### src/rtl/core/dism_pkg.sv
// shared types and constants of the disc image sector map
// no dependencies; imported by the front, back and top level
`timescale 1ns / 1ps

package dism_pkg;

    typedef enum logic [1:0] {
        MODE_CLEAR  = 2'd0,
        MODE_TRACK  = 2'd1,
        MODE_CUE    = 2'd2,
        MODE_XLATE  = 2'd3
    } mode_t;

    typedef enum logic [1:0] {
        STAT_OK     = 2'd0,
        STAT_GAP    = 2'd1,
        STAT_BEYOND = 2'd2,
        STAT_FULL   = 2'd3
    } status_t;

    // classified item handed from front to back
    typedef struct packed {
        mode_t       op;
        logic [31:0] sec;    // track start, cue start or sector to translate
        logic [31:0] num;    // track byte length or cue sector count
        logic [39:0] off;    // track image offset
        logic        form2;
    } cmd_t;

    localparam logic [11:0] SECTOR_BYTES   = 12'd2336;
    localparam logic [7:0]  PREGAP_SECTORS = 8'd150;
    localparam logic [3:0]  USER_SKIP      = 4'd8;
    localparam logic [11:0] USER_BYTES     = 12'd2048;

    // 2336 = 32 * 73: shift by 5, then reciprocal of 73 with one correction
    localparam int          SECTOR_SHIFT = 5;
    localparam logic [6:0]  SECTOR_ODD   = 7'd73;
    localparam logic [26:0] RECIP_73     = 27'd117670336;   // floor(2^33 / 73)
    localparam int          RECIP_SHIFT  = 33;

endpackage

### src/rtl/core/dism_front.sv
// front part: accepts items, classifies them and queues them for the back
// depends on dism_pkg
`timescale 1ns / 1ps

module dism_front
    import dism_pkg::*;
(
    input  logic        clk,
    input  logic        rst_n,
    input  logic        push,
    output logic        full,
    input  logic [1:0]  mode,
    input  logic [31:0] entry_start_lsn,
    input  logic [31:0] entry_length_bytes,
    input  logic [39:0] entry_image_offset,
    input  logic [31:0] cue_lsn,
    input  logic [31:0] next_cue_lsn,
    input  logic [31:0] sector_lsn,
    input  logic        want_form2,
    output logic        cmd_valid,
    output cmd_t        cmd,
    input  logic        cmd_pop
);

    cmd_t       q_reg [2];
    logic       wr_ptr_reg, wr_ptr_next;
    logic       rd_ptr_reg, rd_ptr_next;
    logic [1:0] cnt_reg, cnt_next;
    cmd_t       cls;
    logic       do_push;
    logic       do_pop;

    // pick the operands that the back needs for each kind of item
    always_comb
    begin
        cls.op    = mode_t'(mode);
        cls.form2 = want_form2;
        cls.off   = entry_image_offset;
        unique case (mode_t'(mode))
            MODE_TRACK:
            begin
                cls.sec = entry_start_lsn;
                cls.num = entry_length_bytes;
            end
            MODE_CUE:
            begin
                cls.sec = cue_lsn;
                cls.num = next_cue_lsn - cue_lsn;
            end
            MODE_XLATE:
            begin
                cls.sec = sector_lsn;
                cls.num = '0;
            end
            default:
            begin
                cls.sec = '0;
                cls.num = '0;
            end
        endcase
    end

    assign full      = (cnt_reg == 2'd2);
    assign cmd_valid = (cnt_reg != 2'd0);
    assign cmd       = q_reg[rd_ptr_reg];
    assign do_push   = push && !full;
    assign do_pop    = cmd_pop && cmd_valid;

    always_comb
    begin
        wr_ptr_next = do_push ? !wr_ptr_reg : wr_ptr_reg;
        rd_ptr_next = do_pop ? !rd_ptr_reg : rd_ptr_reg;
        cnt_next    = cnt_reg + 2'(do_push) - 2'(do_pop);
    end

    always_ff @(posedge clk or negedge rst_n)
    begin
        if (!rst_n)
        begin
            wr_ptr_reg <= 1'b0;
            rd_ptr_reg <= 1'b0;
            cnt_reg    <= 2'd0;
        end
        else
        begin
            wr_ptr_reg <= wr_ptr_next;
            rd_ptr_reg <= rd_ptr_next;
            cnt_reg    <= cnt_next;
        end
    end

    always_ff @(posedge clk)
    begin
        if (do_push)
        begin
            q_reg[wr_ptr_reg] <= cls;
        end
    end

endmodule

### config.mk
export PLATFORM = sky130hd
export DESIGN_NAME = dism_front
export DESIGN_NICKNAME = d
export VERILOG_FILES = /design/src/rtl/core/dism_pkg.sv /design/src/rtl/core/dism_front.sv
export SDC_FILE = /design/constraint.sdc
export NUM_CORES = 1
export LEC_CHECK = 0
export BUFFER_PORTS_ARGS = -buffer_cell sky130_fd_sc_hd__buf_2
export CORE_ASPECT_RATIO = 1.4
export CORE_MARGIN = 1
export CORE_UTILIZATION = 57
export DETAILED_ROUTE_END_ITERATION = 10
export PLACE_DENSITY = 0.87
export SLEW_MARGIN = 10
export SYNTH_ARGS = -nofsm -noshare
export SYNTH_HDL_FRONTEND = slang
export SYNTH_SLANG_ARGS = --single-unit
### constraint.sdc
create_clock -name clk -period 9.5 [get_ports clk]
set_clock_uncertainty 0.1 [all_clocks]
set_input_delay 1.425 -clock clk [delete_from_list [all_inputs] [get_ports clk]]
set_output_delay 1.425 -clock clk [all_outputs]
set_load 0.05 [all_outputs]
Word level (Yosys, flattened, before mapping)
Memories as Yosys holds them, arrays and structs flattened.
Cells that the tools add are included.
{ "totals": {"input_bits": 207, "n_memories": 1, "mem_bits_rw": 214, "reg_bits": 4, "word_cells": 20} }
{ "op_classes": {"eq_ne": 4, "n_addsub": 3, "n_reduce_logical": 6, "muxes": 3} }
{ "mem_list": {"columns": ["name", "words", "word_bits", "read_ports", "rd_clocked_by_memory_dff", "wr", "line_no", "source"], "rows": [
  ["q_reg", 2, 107, 1, 0, 1, "dism_front.sv:25", "cmd_t q_reg [2];"]
]} }
{ "ops": {"columns": ["operator", "count"], "rows": [
  ["$pmux 64 s3", 1],
  ["$sub 32x32->32", 1],
  ["$eq 2x2->1 const B", 3],
  ["$logic_not 1->1", 3],
  ["$add 2x1->2", 1],
  ["$eq 2x1->1 const B", 1],
  ["$logic_and 1x1->1", 2],
  ["$mux 1", 2],
  ["$reduce_bool 2->1", 1],
  ["$sub 2x1->2", 1]
]} }

Depth between registers and ports, before layout
Gate-level depths: netlist (run 1).
{ "logic_depth": {"depth_word": 5, "depth_mapped": 10, "depth_no_buf": 10} }

Worst setup path before layout (run 1)
OpenSTA, ideal clock, no wires.
{ "synth_timing": {"path_kind": "input -> register", "from": "input port push", "to": "memory q_reg[0][0] (netlist bit), enable pin", "t_required_ps": 8826, "setup_slack_ps": 2856, "path_buffers": 0, "cell_stages": 2, "t_arrival_ps": 5971, "path_cell_list": "nand2_1 -> nor2_1"} }
{ "synth_between": {"elab_chain_len": 3} }
{ "synth_lines": {"columns": ["element", "line_no", "source"], "rows": [
  ["from (decl)", "dism_front.sv:10", "input logic push,"],
  ["$logic_and 1x1->1", "dism_front.sv:66", "assign do_push = push && !full;"],
  ["$mux 1", "dism_front.sv:94", "if (do_push)"],
  ["$mux 1 (implied by the code)", "dism_front.sv:96", "q_reg[wr_ptr_reg] <= cls;"],
  ["to (decl)", "dism_front.sv:25", null]
]} }
Every way passes these cells.

==> run summary, run 1 <==
• status: complete, no violations
• multiplexer share of the synthesized area: 14.63%
• number of ports placed on the die boundary: 316
• ratio of cells with drive above 1 in the final layout: 44.44%
• Max clock buf depth: 3
• WL/cell: 20.72 um
• final-report setup violation count: 0
• clock tree from TritonCTS: built
• clock-pin slew on the worst setup and hold paths: 60 ps
• Avg Cell Area, Syn: 13.06 um^2
• HP Class: reg -> reg
• summed negative setup slack over all endpoints: 0 ps
• max-slew violation count: 0
• slew of the pin with the lowest slew margin: 1009 ps
• count of vias placed by the detailed router: 8027
• die boundary height: 166.3 um
• final estimated routing congestion in global placement: 0.9083
• area share of and/or/nand/nor cells after synthesis: 6.789%
• Synth Cell Area: 10980 um^2
• aggregate global routing overflow: 0
• Inserted Clock Buffers: 21
• total DRC errors in the routed layout: 0
• number of instances in the synthesized netlist: 841
• net count after synthesis: 1083
• clock insertion delay at the later pin of the skew report: 490 ps
• gr usage total: 28.57%
• Max-slew headroom: 32.72%
• number of buffers added on ports: 315
• share of the yosys chip area belonging to registers: 59.41%
• count of fill cells added during filler insertion: 1282
• Max-cap violations: 0
• total count of hold-check failures in the final report: 0
• Post-CTS Resized: 0
• global-route wire length before repair: 43530 um
• area growth from synthesis to layout: 21.94%
• number of antenna violations at the first check in global routing: 2
• Data required, critical path: 7980 ps
• leading post-synthesis cells by cell area: sky130_fd_sc_hd__edfxtp_1 (59%), sky130_fd_sc_hd__mux2_2 (14%), sky130_fd_sc_hd__ha_1 (3.9%), sky130_fd_sc_hd__o21ai_0 (3.0%), sky130_fd_sc_hd__nand2_1 (2.8%)
• worst-path fanout max: 75
• Synth top area share: 58.50%
• worst-case vdd ir drop: 0.1768 mV
• top flip-flop cell by instance count after synthesis: sky130_fd_sc_hd__edfxtp_1
• max reg flops: 214
• number of global-route vias before repair: 8402
• total number of clock tree sinks: 218
• violation count after the first detailed-route iteration: 508
• number of search-and-repair iterations in the first detailed-routing pass: 5
• Compound-Gate Fraction of Synth Area: 9.078%
• row count: 59
• synth warn: 0
• startpoint type of the worst setup path: flip-flop
• leakage power: 5.479 nW
• post-synth top area cell: sky130_fd_sc_hd__edfxtp_1
• Detail Placement HPWL: 20370 um
• adder-cell share of the synthesized area: 4.055%
• number of flops mapped to enable cells by yosys: 214
• final worst path period need: 4326 ps
• Routed Wire Length: 28960 um
• RSZ-0062 raised after global routing: false
• critical path endpoint category: output port
• largest net degree at the start of global routing: 76
• Post-DRT Antenna Nets: 0
• Power Density: 298.9 nW/um^2
• Tcrit/Tclk final: 45.53%
• core box area: 18750 um^2
• floorplan die area: 19840 um^2
• Synth Register Bits: 218
• postcts setup bufs: 0
• crit path DAT: 2800 ps
• via/cell ratio: 5.742
• final-layout worst hold slack: 395.6 ps
• floorplan die width: 119.3 um
• number of nets in the final layout: 1379
• type of the worst setup path: reg -> out
• starting density of the core: 58.58%
• power consumption: 4.004 mW
• main combinational cell family by area after synthesis: multiplexers
• cell at the root of the clock tree: sky130_fd_sc_hd__clkbuf_16
• post-synthesis xor/xnor area fraction: 2.392%
• Highest Clock Rate: 0.2312 GHz
• post-layout utilization of the core: 71.43%
• Hold-fix buffers, CTS: 0
• deepest level of the CTS H-tree: 1
• share of async-settable or async-resettable flops after synthesis: 1.835%
• number of library cell types mapped by synthesis: 60
[cell families (layout without fill, tap and decap cells)]
kind of cell / Yosys count / after routing
adders and majority gates: 35 / 35
and+or+nand+nor: 161 / 161
DFF: 218 / 218
other: 0 / 2
buffers and inverters: 90 / 401
AOI/OAI and AO/OA: 164 / 164
muxes: 143 / 143
xor gates and xnor gates: 30 / 30
[cells in the mapped netlist (12+ instances only)]
cell and n:
sky130_fd_sc_hd__inv_1 39, sky130_fd_sc_hd__xnor2_1 16, sky130_fd_sc_hd__xor2_1 14, sky130_fd_sc_hd__o21ai_0 66
sky130_fd_sc_hd__a21oi_1 36, sky130_fd_sc_hd__nand2_1 83, sky130_fd_sc_hd__nor2_1 20, sky130_fd_sc_hd__edfxtp_1 214
sky130_fd_sc_hd__nand4_1 12, sky130_fd_sc_hd__ha_1 34, sky130_fd_sc_hd__clkbuf_1 37, sky130_fd_sc_hd__nand3_1 12
sky130_fd_sc_hd__mux2_2 139
[routing by layer]
metal,wire [um],GRT usage (%),up-vias
met3,2015,3.777,61
met5,0,0,-
met4,968,10.87,0
li1,-,-,3722
met1,10160,31.43,3857
met2,15820,54.85,387
[path summary, 6_finish.rpt]
check                          endpoint       start  slack [ps]  cells after the start
min in group asynchronous    wr_ptr_reg       rst_n         630                      1
max in group asynchronous    rd_ptr_reg       rst_n        8530                      1
max                             cmd[63]  rd_ptr_reg        5170                      3
min                          cnt_reg[1]  cnt_reg[1]         400                      1
min reg2reg                  cnt_reg[1]  cnt_reg[1]         400                      1
max reg2reg                q_reg[0][57]  cnt_reg[1]        6980                      4
[final cells by class]
cell class,instances,area (um^2),share of cell area (%)
sequential,218,6530,48.75
clock buffer,26,564.3,4.213
tap,244,305.3,2.279
inverter,39,146.4,1.093
clock inverter,12,123.9,0.9248
antenna,2,5.005,0.03737
timing repair buffer,324,1644,12.27
multi-input combinational,533,4075,30.43
[per-stage QoR]
step / instances / setup WS [ps] / instance area [um^2]
finish: 1398 / 5174 / 13390
CTS: 1396 / 5152 / 13390
floorplan: 841 / 2856 / 10980
global placement: 1358 / 5312 / 12700
global route: 1398 / 5069 / 13390
detailed placement: 1358 / 5294 / 12700
[placed cells by master, fill, tap and decap left out, types with 3 or more instances in the layout]
| cell | instances |
|---|---|
| sky130_fd_sc_hd__a21o_1 | 11 |
| sky130_fd_sc_hd__a21oi_1 | 36 |
| sky130_fd_sc_hd__a22oi_1 | 3 |
| sky130_fd_sc_hd__a31oi_1 | 6 |
| sky130_fd_sc_hd__buf_2 | 315 |
| sky130_fd_sc_hd__buf_4 | 9 |
| sky130_fd_sc_hd__clkbuf_1 | 3 |
| sky130_fd_sc_hd__clkbuf_16 | 21 |
| sky130_fd_sc_hd__clkinv_1 | 3 |
| sky130_fd_sc_hd__dfrtp_1 | 3 |
| sky130_fd_sc_hd__edfxtp_1 | 214 |
| sky130_fd_sc_hd__ha_1 | 34 |
| sky130_fd_sc_hd__inv_1 | 39 |
| sky130_fd_sc_hd__inv_6 | 3 |
| sky130_fd_sc_hd__mux2_2 | 139 |
| sky130_fd_sc_hd__mux2i_1 | 3 |
| sky130_fd_sc_hd__nand2_1 | 83 |
| sky130_fd_sc_hd__nand2b_1 | 5 |
| sky130_fd_sc_hd__nand3_1 | 12 |
| sky130_fd_sc_hd__nand4_1 | 12 |
| sky130_fd_sc_hd__nor2_1 | 19 |
| sky130_fd_sc_hd__nor2b_1 | 3 |
| sky130_fd_sc_hd__nor3_1 | 6 |
| sky130_fd_sc_hd__nor4_1 | 4 |
| sky130_fd_sc_hd__o211ai_1 | 3 |
| sky130_fd_sc_hd__o21ai_0 | 66 |
| sky130_fd_sc_hd__o21ai_1 | 10 |
| sky130_fd_sc_hd__o21bai_1 | 5 |
| sky130_fd_sc_hd__xnor2_1 | 16 |
| sky130_fd_sc_hd__xor2_1 | 14 |
[power by group]
part	internal (mW)	leakage (nW)	total [mW]	switching [mW]
Combinational	0.488	3.09	1.75	1.26
Sequential	1.34	2.06	1.42	0.0848
Clock	0.481	0.335	0.830	0.349
Total	2.31	5.48	4.00	1.70
[worst max-delay path, stage by stage, from the launching register on]
cell and delay (ps):
sky130_fd_sc_hd__dfrtp_4 730, sky130_fd_sc_hd__buf_4 840, sky130_fd_sc_hd__mux2_2 440, sky130_fd_sc_hd__buf_2 220
(Power assumes the default switching activity.)
==> run 2: changes to the inputs <==
CORE_UTILIZATION = 53   (was 57)
PLACE_DENSITY = 0.81   (was 0.87)
clock period = 4.2 ns   (was 9.5 ns; I/O delays follow)
==> run summary, run 2 (synthesized netlist as in run 1, its figures left out) <==
• status: complete, no violations
• total number of clock tree sinks: 218
• row count: 61
• Crit-path slowest cell: sky130_fd_sc_hd__dfrtp_4
• number of buffers added on ports: 315
• internal power: 5.060 mW
• part of the power in registers: 36.3%
• area growth from synthesis to layout: 21.47%
• clock network power share: 18.7%
• clock tree from TritonCTS: built
• Switch Pwr: 3.774 mW
• Max-slew headroom: 41.31%
• number of nets in the final layout: 1379
• CP top delay family: flip-flops
• final estimated routing congestion in global placement: 0.8657
• final-layout worst hold slack: 220.6 ps
• critical path endpoint category: output port
• part of the total power dissipated in combinational logic: 45.1%
• cell at the root of the clock tree: sky130_fd_sc_hd__clkbuf_16
• number of search-and-repair iterations in the first detailed-routing pass: 5
• gr usage total: 25.96%
• summed negative setup slack over all endpoints: 0 ps
• Max-cap violations: 0
• crit path DAT: 2370 ps
• Reg2Reg Launch Point: cnt_reg[0]
• number of antenna violations at the first check in global routing: 5
• worst hold path stage count: 1
• ratio of cells with drive above 1 in the final layout: 43.88%
• max reg flops: 214
• GRT met2 Usage: 47.54%
• core box area: 20070 um^2
• clock-pin slew on the worst setup and hold paths: 60 ps
• deepest level of the CTS H-tree: 1
• largest net degree at the start of global routing: 74
• final worst path period need: 3105 ps
• slew of the pin with the lowest slew margin: 878.2 ps
• count of vias placed by the detailed router: 7971
• max incr delay on CP: 770 ps
• max-slew violation count: 0
• Tcrit/Tclk final: 73.92%
• total DRC errors in the routed layout: 0
• Max clock buf depth: 3
• number of ports placed on the die boundary: 316
• power consumption: 8.834 mW
• starting density of the core: 54.72%
• path depth of the worst reg2reg path: 4
• origin of the worst setup path: rd_ptr_reg
• critical path cell sequence: buf_12 -> mux2_2 -> buf_2
• number of global-route vias before repair: 7832
• number of gates on the worst path with buffers counted: 3
• floorplan die area: 21310 um^2
• flop-to-flop setup slack: 1960 ps
• final-report setup violation count: 0
• Inserted Clock Buffers: 21
• met3 usage in global routing: 4.749%
• GRT busiest layer: met2
• leakage power: 5.435 nW
• via/cell ratio: 5.694
• RSZ-0062 raised after global routing: false
• Post-DRT Antenna Nets: 0
• global-route wire length before repair: 41380 um
• Power Density: 662.1 nW/um^2
• proportion of total power due to net switching: 42.72%
• floorplan die width: 123.7 um
• Worst Hold Path EP: q_reg[0][19]
• total count of hold-check failures in the final report: 0
• worst-case vdd ir drop: 0.4351 mV
• die boundary height: 172.3 um
• Routed Wire Length: 28180 um
• startpoint type of the worst setup path: flip-flop
• aggregate global routing overflow: 0
• type of the worst setup path: reg -> out
• r2r endpoint: q_reg[0][66]
• Detail Placement HPWL: 20670 um
• final critical-path setup slack: 1095 ps
• critical path buffer and inverter count: 2
• worst-path fanout max: 72
• postcts setup bufs: 0
• WL/cell: 20.13 um
• most frequent cells in the layout: sky130_fd_sc_hd__buf_2 (315), sky130_fd_sc_hd__edfxtp_1 (214), sky130_fd_sc_hd__mux2_2 (139), sky130_fd_sc_hd__nand2_1 (83), sky130_fd_sc_hd__o21ai_0 (66)
• Data required, critical path: 3470 ps
• HP Class: in -> reg
• Highest Clock Rate: 0.3221 GHz
• most common cell after layout, fill and taps aside: sky130_fd_sc_hd__buf_2
• beginning of the worst hold path: entry_image_offset[18]
• clock insertion delay at the later pin of the skew report: 490 ps
• final std cell area, no fill: 13340 um^2
• violation count after the first detailed-route iteration: 521
• minimum setup slack after placement: 759.0 ps
• met1 GRT Util: 28.73%
• cell area after placement: 12750 um^2
-- run 2: cell count changes in the layout (fill, tap and decap cells not counted) --
cell and change:
sky130_fd_sc_hd__buf_4 -5, sky130_fd_sc_hd__buf_12 +4, sky130_fd_sc_hd__bufinv_16 -2, sky130_fd_sc_hd__clkbuf_8 -2, sky130_fd_sc_hd__clkinv_2 -2, sky130_fd_sc_hd__diode_2 +2, sky130_fd_sc_hd__inv_6 -2, sky130_fd_sc_hd__clkbuf_1 +1
sky130_fd_sc_hd__clkinvlp_4 -1, sky130_fd_sc_hd__dlygate4sd3_1 +1
-- run 2: how the worst max path moves through the flow --
stage / endpoint / slack [ps]
final: cmd[64] / 1100
after global routing: cmd[66] / 1000
after CTS: cmd[64] / 1080
after detailed placement: q_reg[1][67] / 760
after global placement: q_reg[0][67] / 800
after floorplan: q_reg[0][0] / 150
-- run 2: stage by stage --
step | instances | util, %
floorplan | 841 | -
finish | 1400 | 66.47
global placement | 1365 | 63.54
detailed placement | 1365 | 63.54
CTS | 1396 | 66.42
global route | 1400 | 66.47
-- run 2: area by class of cell --
type / count / area [um^2]
fill: 1514 / 6730
sequential: 218 / 6530
multi-input combinational: 533 / 4075
timing repair buffer: 324 / 1697
clock buffer: 25 / 540.5
tap: 252 / 315.3
inverter: 39 / 146.4
clock inverter: 5 / 28.78
antenna: 4 / 10.01
-- run 2: power groups by stage --
stage                     Clock (mW)  Sequential (mW)  Combinational [mW]
after CTS                       1.68             3.21                4.01
final                           1.65             3.20                3.98
after detailed placement           0             3.25                3.99
after global placement             0             3.21                3.97
after global routing            1.76             3.25                4.19
after floorplan                    0             3.18                3.13
-- run 2: per-layer routing --
layer | share of wire (%) | vias up | wire length (um)
met5 | 0.032 | - | 9
met4 | 3.9 | 2 | 1112
met3 | 7.4 | 65 | 2075
met2 | 54 | 365 | 15080
met1 | 35 | 3807 | 9898
li1 | - | 3732 | -
-- run 2: timing repair --
item,in CTS,in global routing
resized for setup,0,0
hold buffers,1,0
setup endpoints to repair,0,0
hold endpoints to repair,4,0
-- run 2: worst reg2reg max path: stages (launching register included) --
cell	delay [ps]
sky130_fd_sc_hd__dfrtp_1	380
sky130_fd_sc_hd__nand2b_1	170
sky130_fd_sc_hd__nand2_1	160
sky130_fd_sc_hd__nor2_4	700
sky130_fd_sc_hd__buf_12	350
==> run 3: changes to the inputs <==
clock period = 3.2 ns   (was 4.2 ns; I/O delays follow)
==> run summary, run 3 (synthesized netlist as in run 1, its figures left out) <==
• final-layout worst hold slack: 63.78 ps
• core box area: 20070 um^2
• die boundary height: 172.3 um
• status: complete, no violations
• Crit-path slowest cell: sky130_fd_sc_hd__dfrtp_4
• deepest level of the CTS H-tree: 1
• total count of hold-check failures in the final report: 0
• violation count after the first detailed-route iteration: 412
• RSZ-0062 raised after global routing: false
• total DRC errors in the routed layout: 0
• r2r endpoint: q_reg[1][49]
• internal power: 6.761 mW
• max reg flops: 214
• Power Density: 872.8 nW/um^2
• row count: 61
• HP Class: in -> reg
• total number of clock tree sinks: 218
• summed negative setup slack over all endpoints: 0 ps
• Tcrit/Tclk final: 85.56%
• starting density of the core: 54.72%
• number of global-route vias before repair: 7984
• gr usage total: 26.77%
• aggregate global routing overflow: 0
• max-slew violation count: 0
• ratio of cells with drive above 1 in the final layout: 44.89%
• Max-cap violations: 0
• cell at the root of the clock tree: sky130_fd_sc_hd__clkbuf_16
• power consumption: 11.79 mW
• type of the worst setup path: reg -> out
• leakage power: 5.541 nW
• slew of the pin with the lowest slew margin: 684.5 ps
• Post-CTS Resized: 0
• number of nets in the final layout: 1393
• clock insertion delay at the later pin of the skew report: 500 ps
• Reg2Reg Launch Point: cnt_reg[1]
• floorplan die area: 21310 um^2
• Top Layer Used: met4
• number of antenna violations at the first check in global routing: 0
• flop-to-flop setup slack: 1170 ps
• part of the power in registers: 35.4%
• Worst Setup EP: cmd[63]
• part of the total power dissipated in combinational logic: 45.1%
• via/cell ratio: 5.568
• Post-DRT Antenna Nets: 0
• Max clock buf depth: 3
• critical path cell sequence: buf_12 -> mux2_2 -> buf_2
• global-route wire length before repair: 42330 um
• clock tree from TritonCTS: built
• Inserted Clock Buffers: 20
• area growth from synthesis to layout: 22.99%
• floorplan die width: 123.7 um
• Max-slew headroom: 54.37%
• worst-path fanout max: 45
• Hold-fix buffers, CTS: 1
• path depth of the worst reg2reg path: 3
• max incr delay on CP: 680 ps
• startpoint type of the worst setup path: flip-flop
• final worst path period need: 2738 ps
• final-report setup violation count: 0
• number of ports placed on the die boundary: 316
• clock network power share: 19.5%
• Met3 Wirelength: 1769 um
• origin of the worst setup path: rd_ptr_reg
• final estimated routing congestion in global placement: 0.8752
• postcts setup bufs: 0
• Highest Clock Rate: 0.3652 GHz
• most frequent cells in the layout: sky130_fd_sc_hd__buf_2 (315), sky130_fd_sc_hd__edfxtp_1 (214), sky130_fd_sc_hd__mux2_2 (139), sky130_fd_sc_hd__nand2_1 (83), sky130_fd_sc_hd__o21ai_0 (66)
• worst-case vdd ir drop: 0.5687 mV
• Data required, critical path: 2620 ps
• post-layout utilization of the core: 67.30%
• met2 layer wire length in the routed design: 16000 um
• count of vias placed by the detailed router: 7896
• clock-pin slew on the worst setup and hold paths: 70 ps
• number of buffers added on ports: 315
• WL/cell: 20.46 um
• Detail Placement HPWL: 21560 um
• routed metal-1 wire length: 10420 um
• number of search-and-repair iterations in the first detailed-routing pass: 5
• crit path DAT: 2160 ps
• largest net degree at the start of global routing: 72
• proportion of total power due to net switching: 42.66%
• critical path endpoint category: output port
• Routed Wire Length: 29010 um
• Switch Pwr: 5.030 mW
• most common cell after layout, fill and taps aside: sky130_fd_sc_hd__buf_2
run 3: layout make-up:
cell class / instances / area [um^2]
fillers: 1490 / 6564
flip-flops and latches: 218 / 6530
multi-input cells: 533 / 4075
repair buffers: 339 / 1809
clock buffers: 30 / 588.1
well taps: 252 / 315.3
inverters: 39 / 146.4
clock inverters: 6 / 42.54
diodes: 1 / 2.502
run 3: metal layers:
metal	global-route usage (%)	vias up
met5	0	-
met4	9.010	0
met3	3.859	46
met2	51.79	305
met1	29.09	3785
li1	-	3760
run 3: how the worst min path moves through the flow:
stage                              end  slack, ps  depth (start not counted)              startpoint
after global routing       q_reg[1][0]         40                          1              want_form2
after floorplan             cnt_reg[0]         80                          0                   rst_n
after global placement      wr_ptr_reg        190                          1                   rst_n
after CTS                 q_reg[1][32]         50                          1  entry_image_offset[31]
after detailed placement    wr_ptr_reg        190                          1                   rst_n
final                     q_reg[1][32]         60                          1  entry_image_offset[31]
run 3: metrics by stage:
| stage | setup WS [ps] | cells | cell area [um^2] |
|---|---|---|---|
| 4_1_cts | 446.9 | 1417 | 13510 |
| 6_report | 462.0 | 1418 | 13510 |
| 3_3_place_gp | 15.37 | 1380 | 12870 |
| 5_1_grt | 394.8 | 1417 | 13510 |
| 3_5_place_dp | -11.88 | 1380 | 12870 |
| 2_1_floorplan | 201.1 | 841 | 10990 |
run 3: worst max-delay path, delay by kind of cell, from the launching register on:
| family | cells | cell delay, ps |
|---|---|---|
| buffers and inverters | 2 | 530 |
| flip-flops | 1 | 680 |
| multiplexers | 1 | 410 |
run 3: power groups by stage:
stage               registers [mW]  logic [mW]  clock network (mW)
floorplan                     4.14        4.11                   0
global placement              4.19        5.30                   0
detailed placement            4.24        5.34                   0
CTS                           4.18        5.36                2.33
global route                  4.24        5.58                2.43
finish                        4.18        5.31                2.30
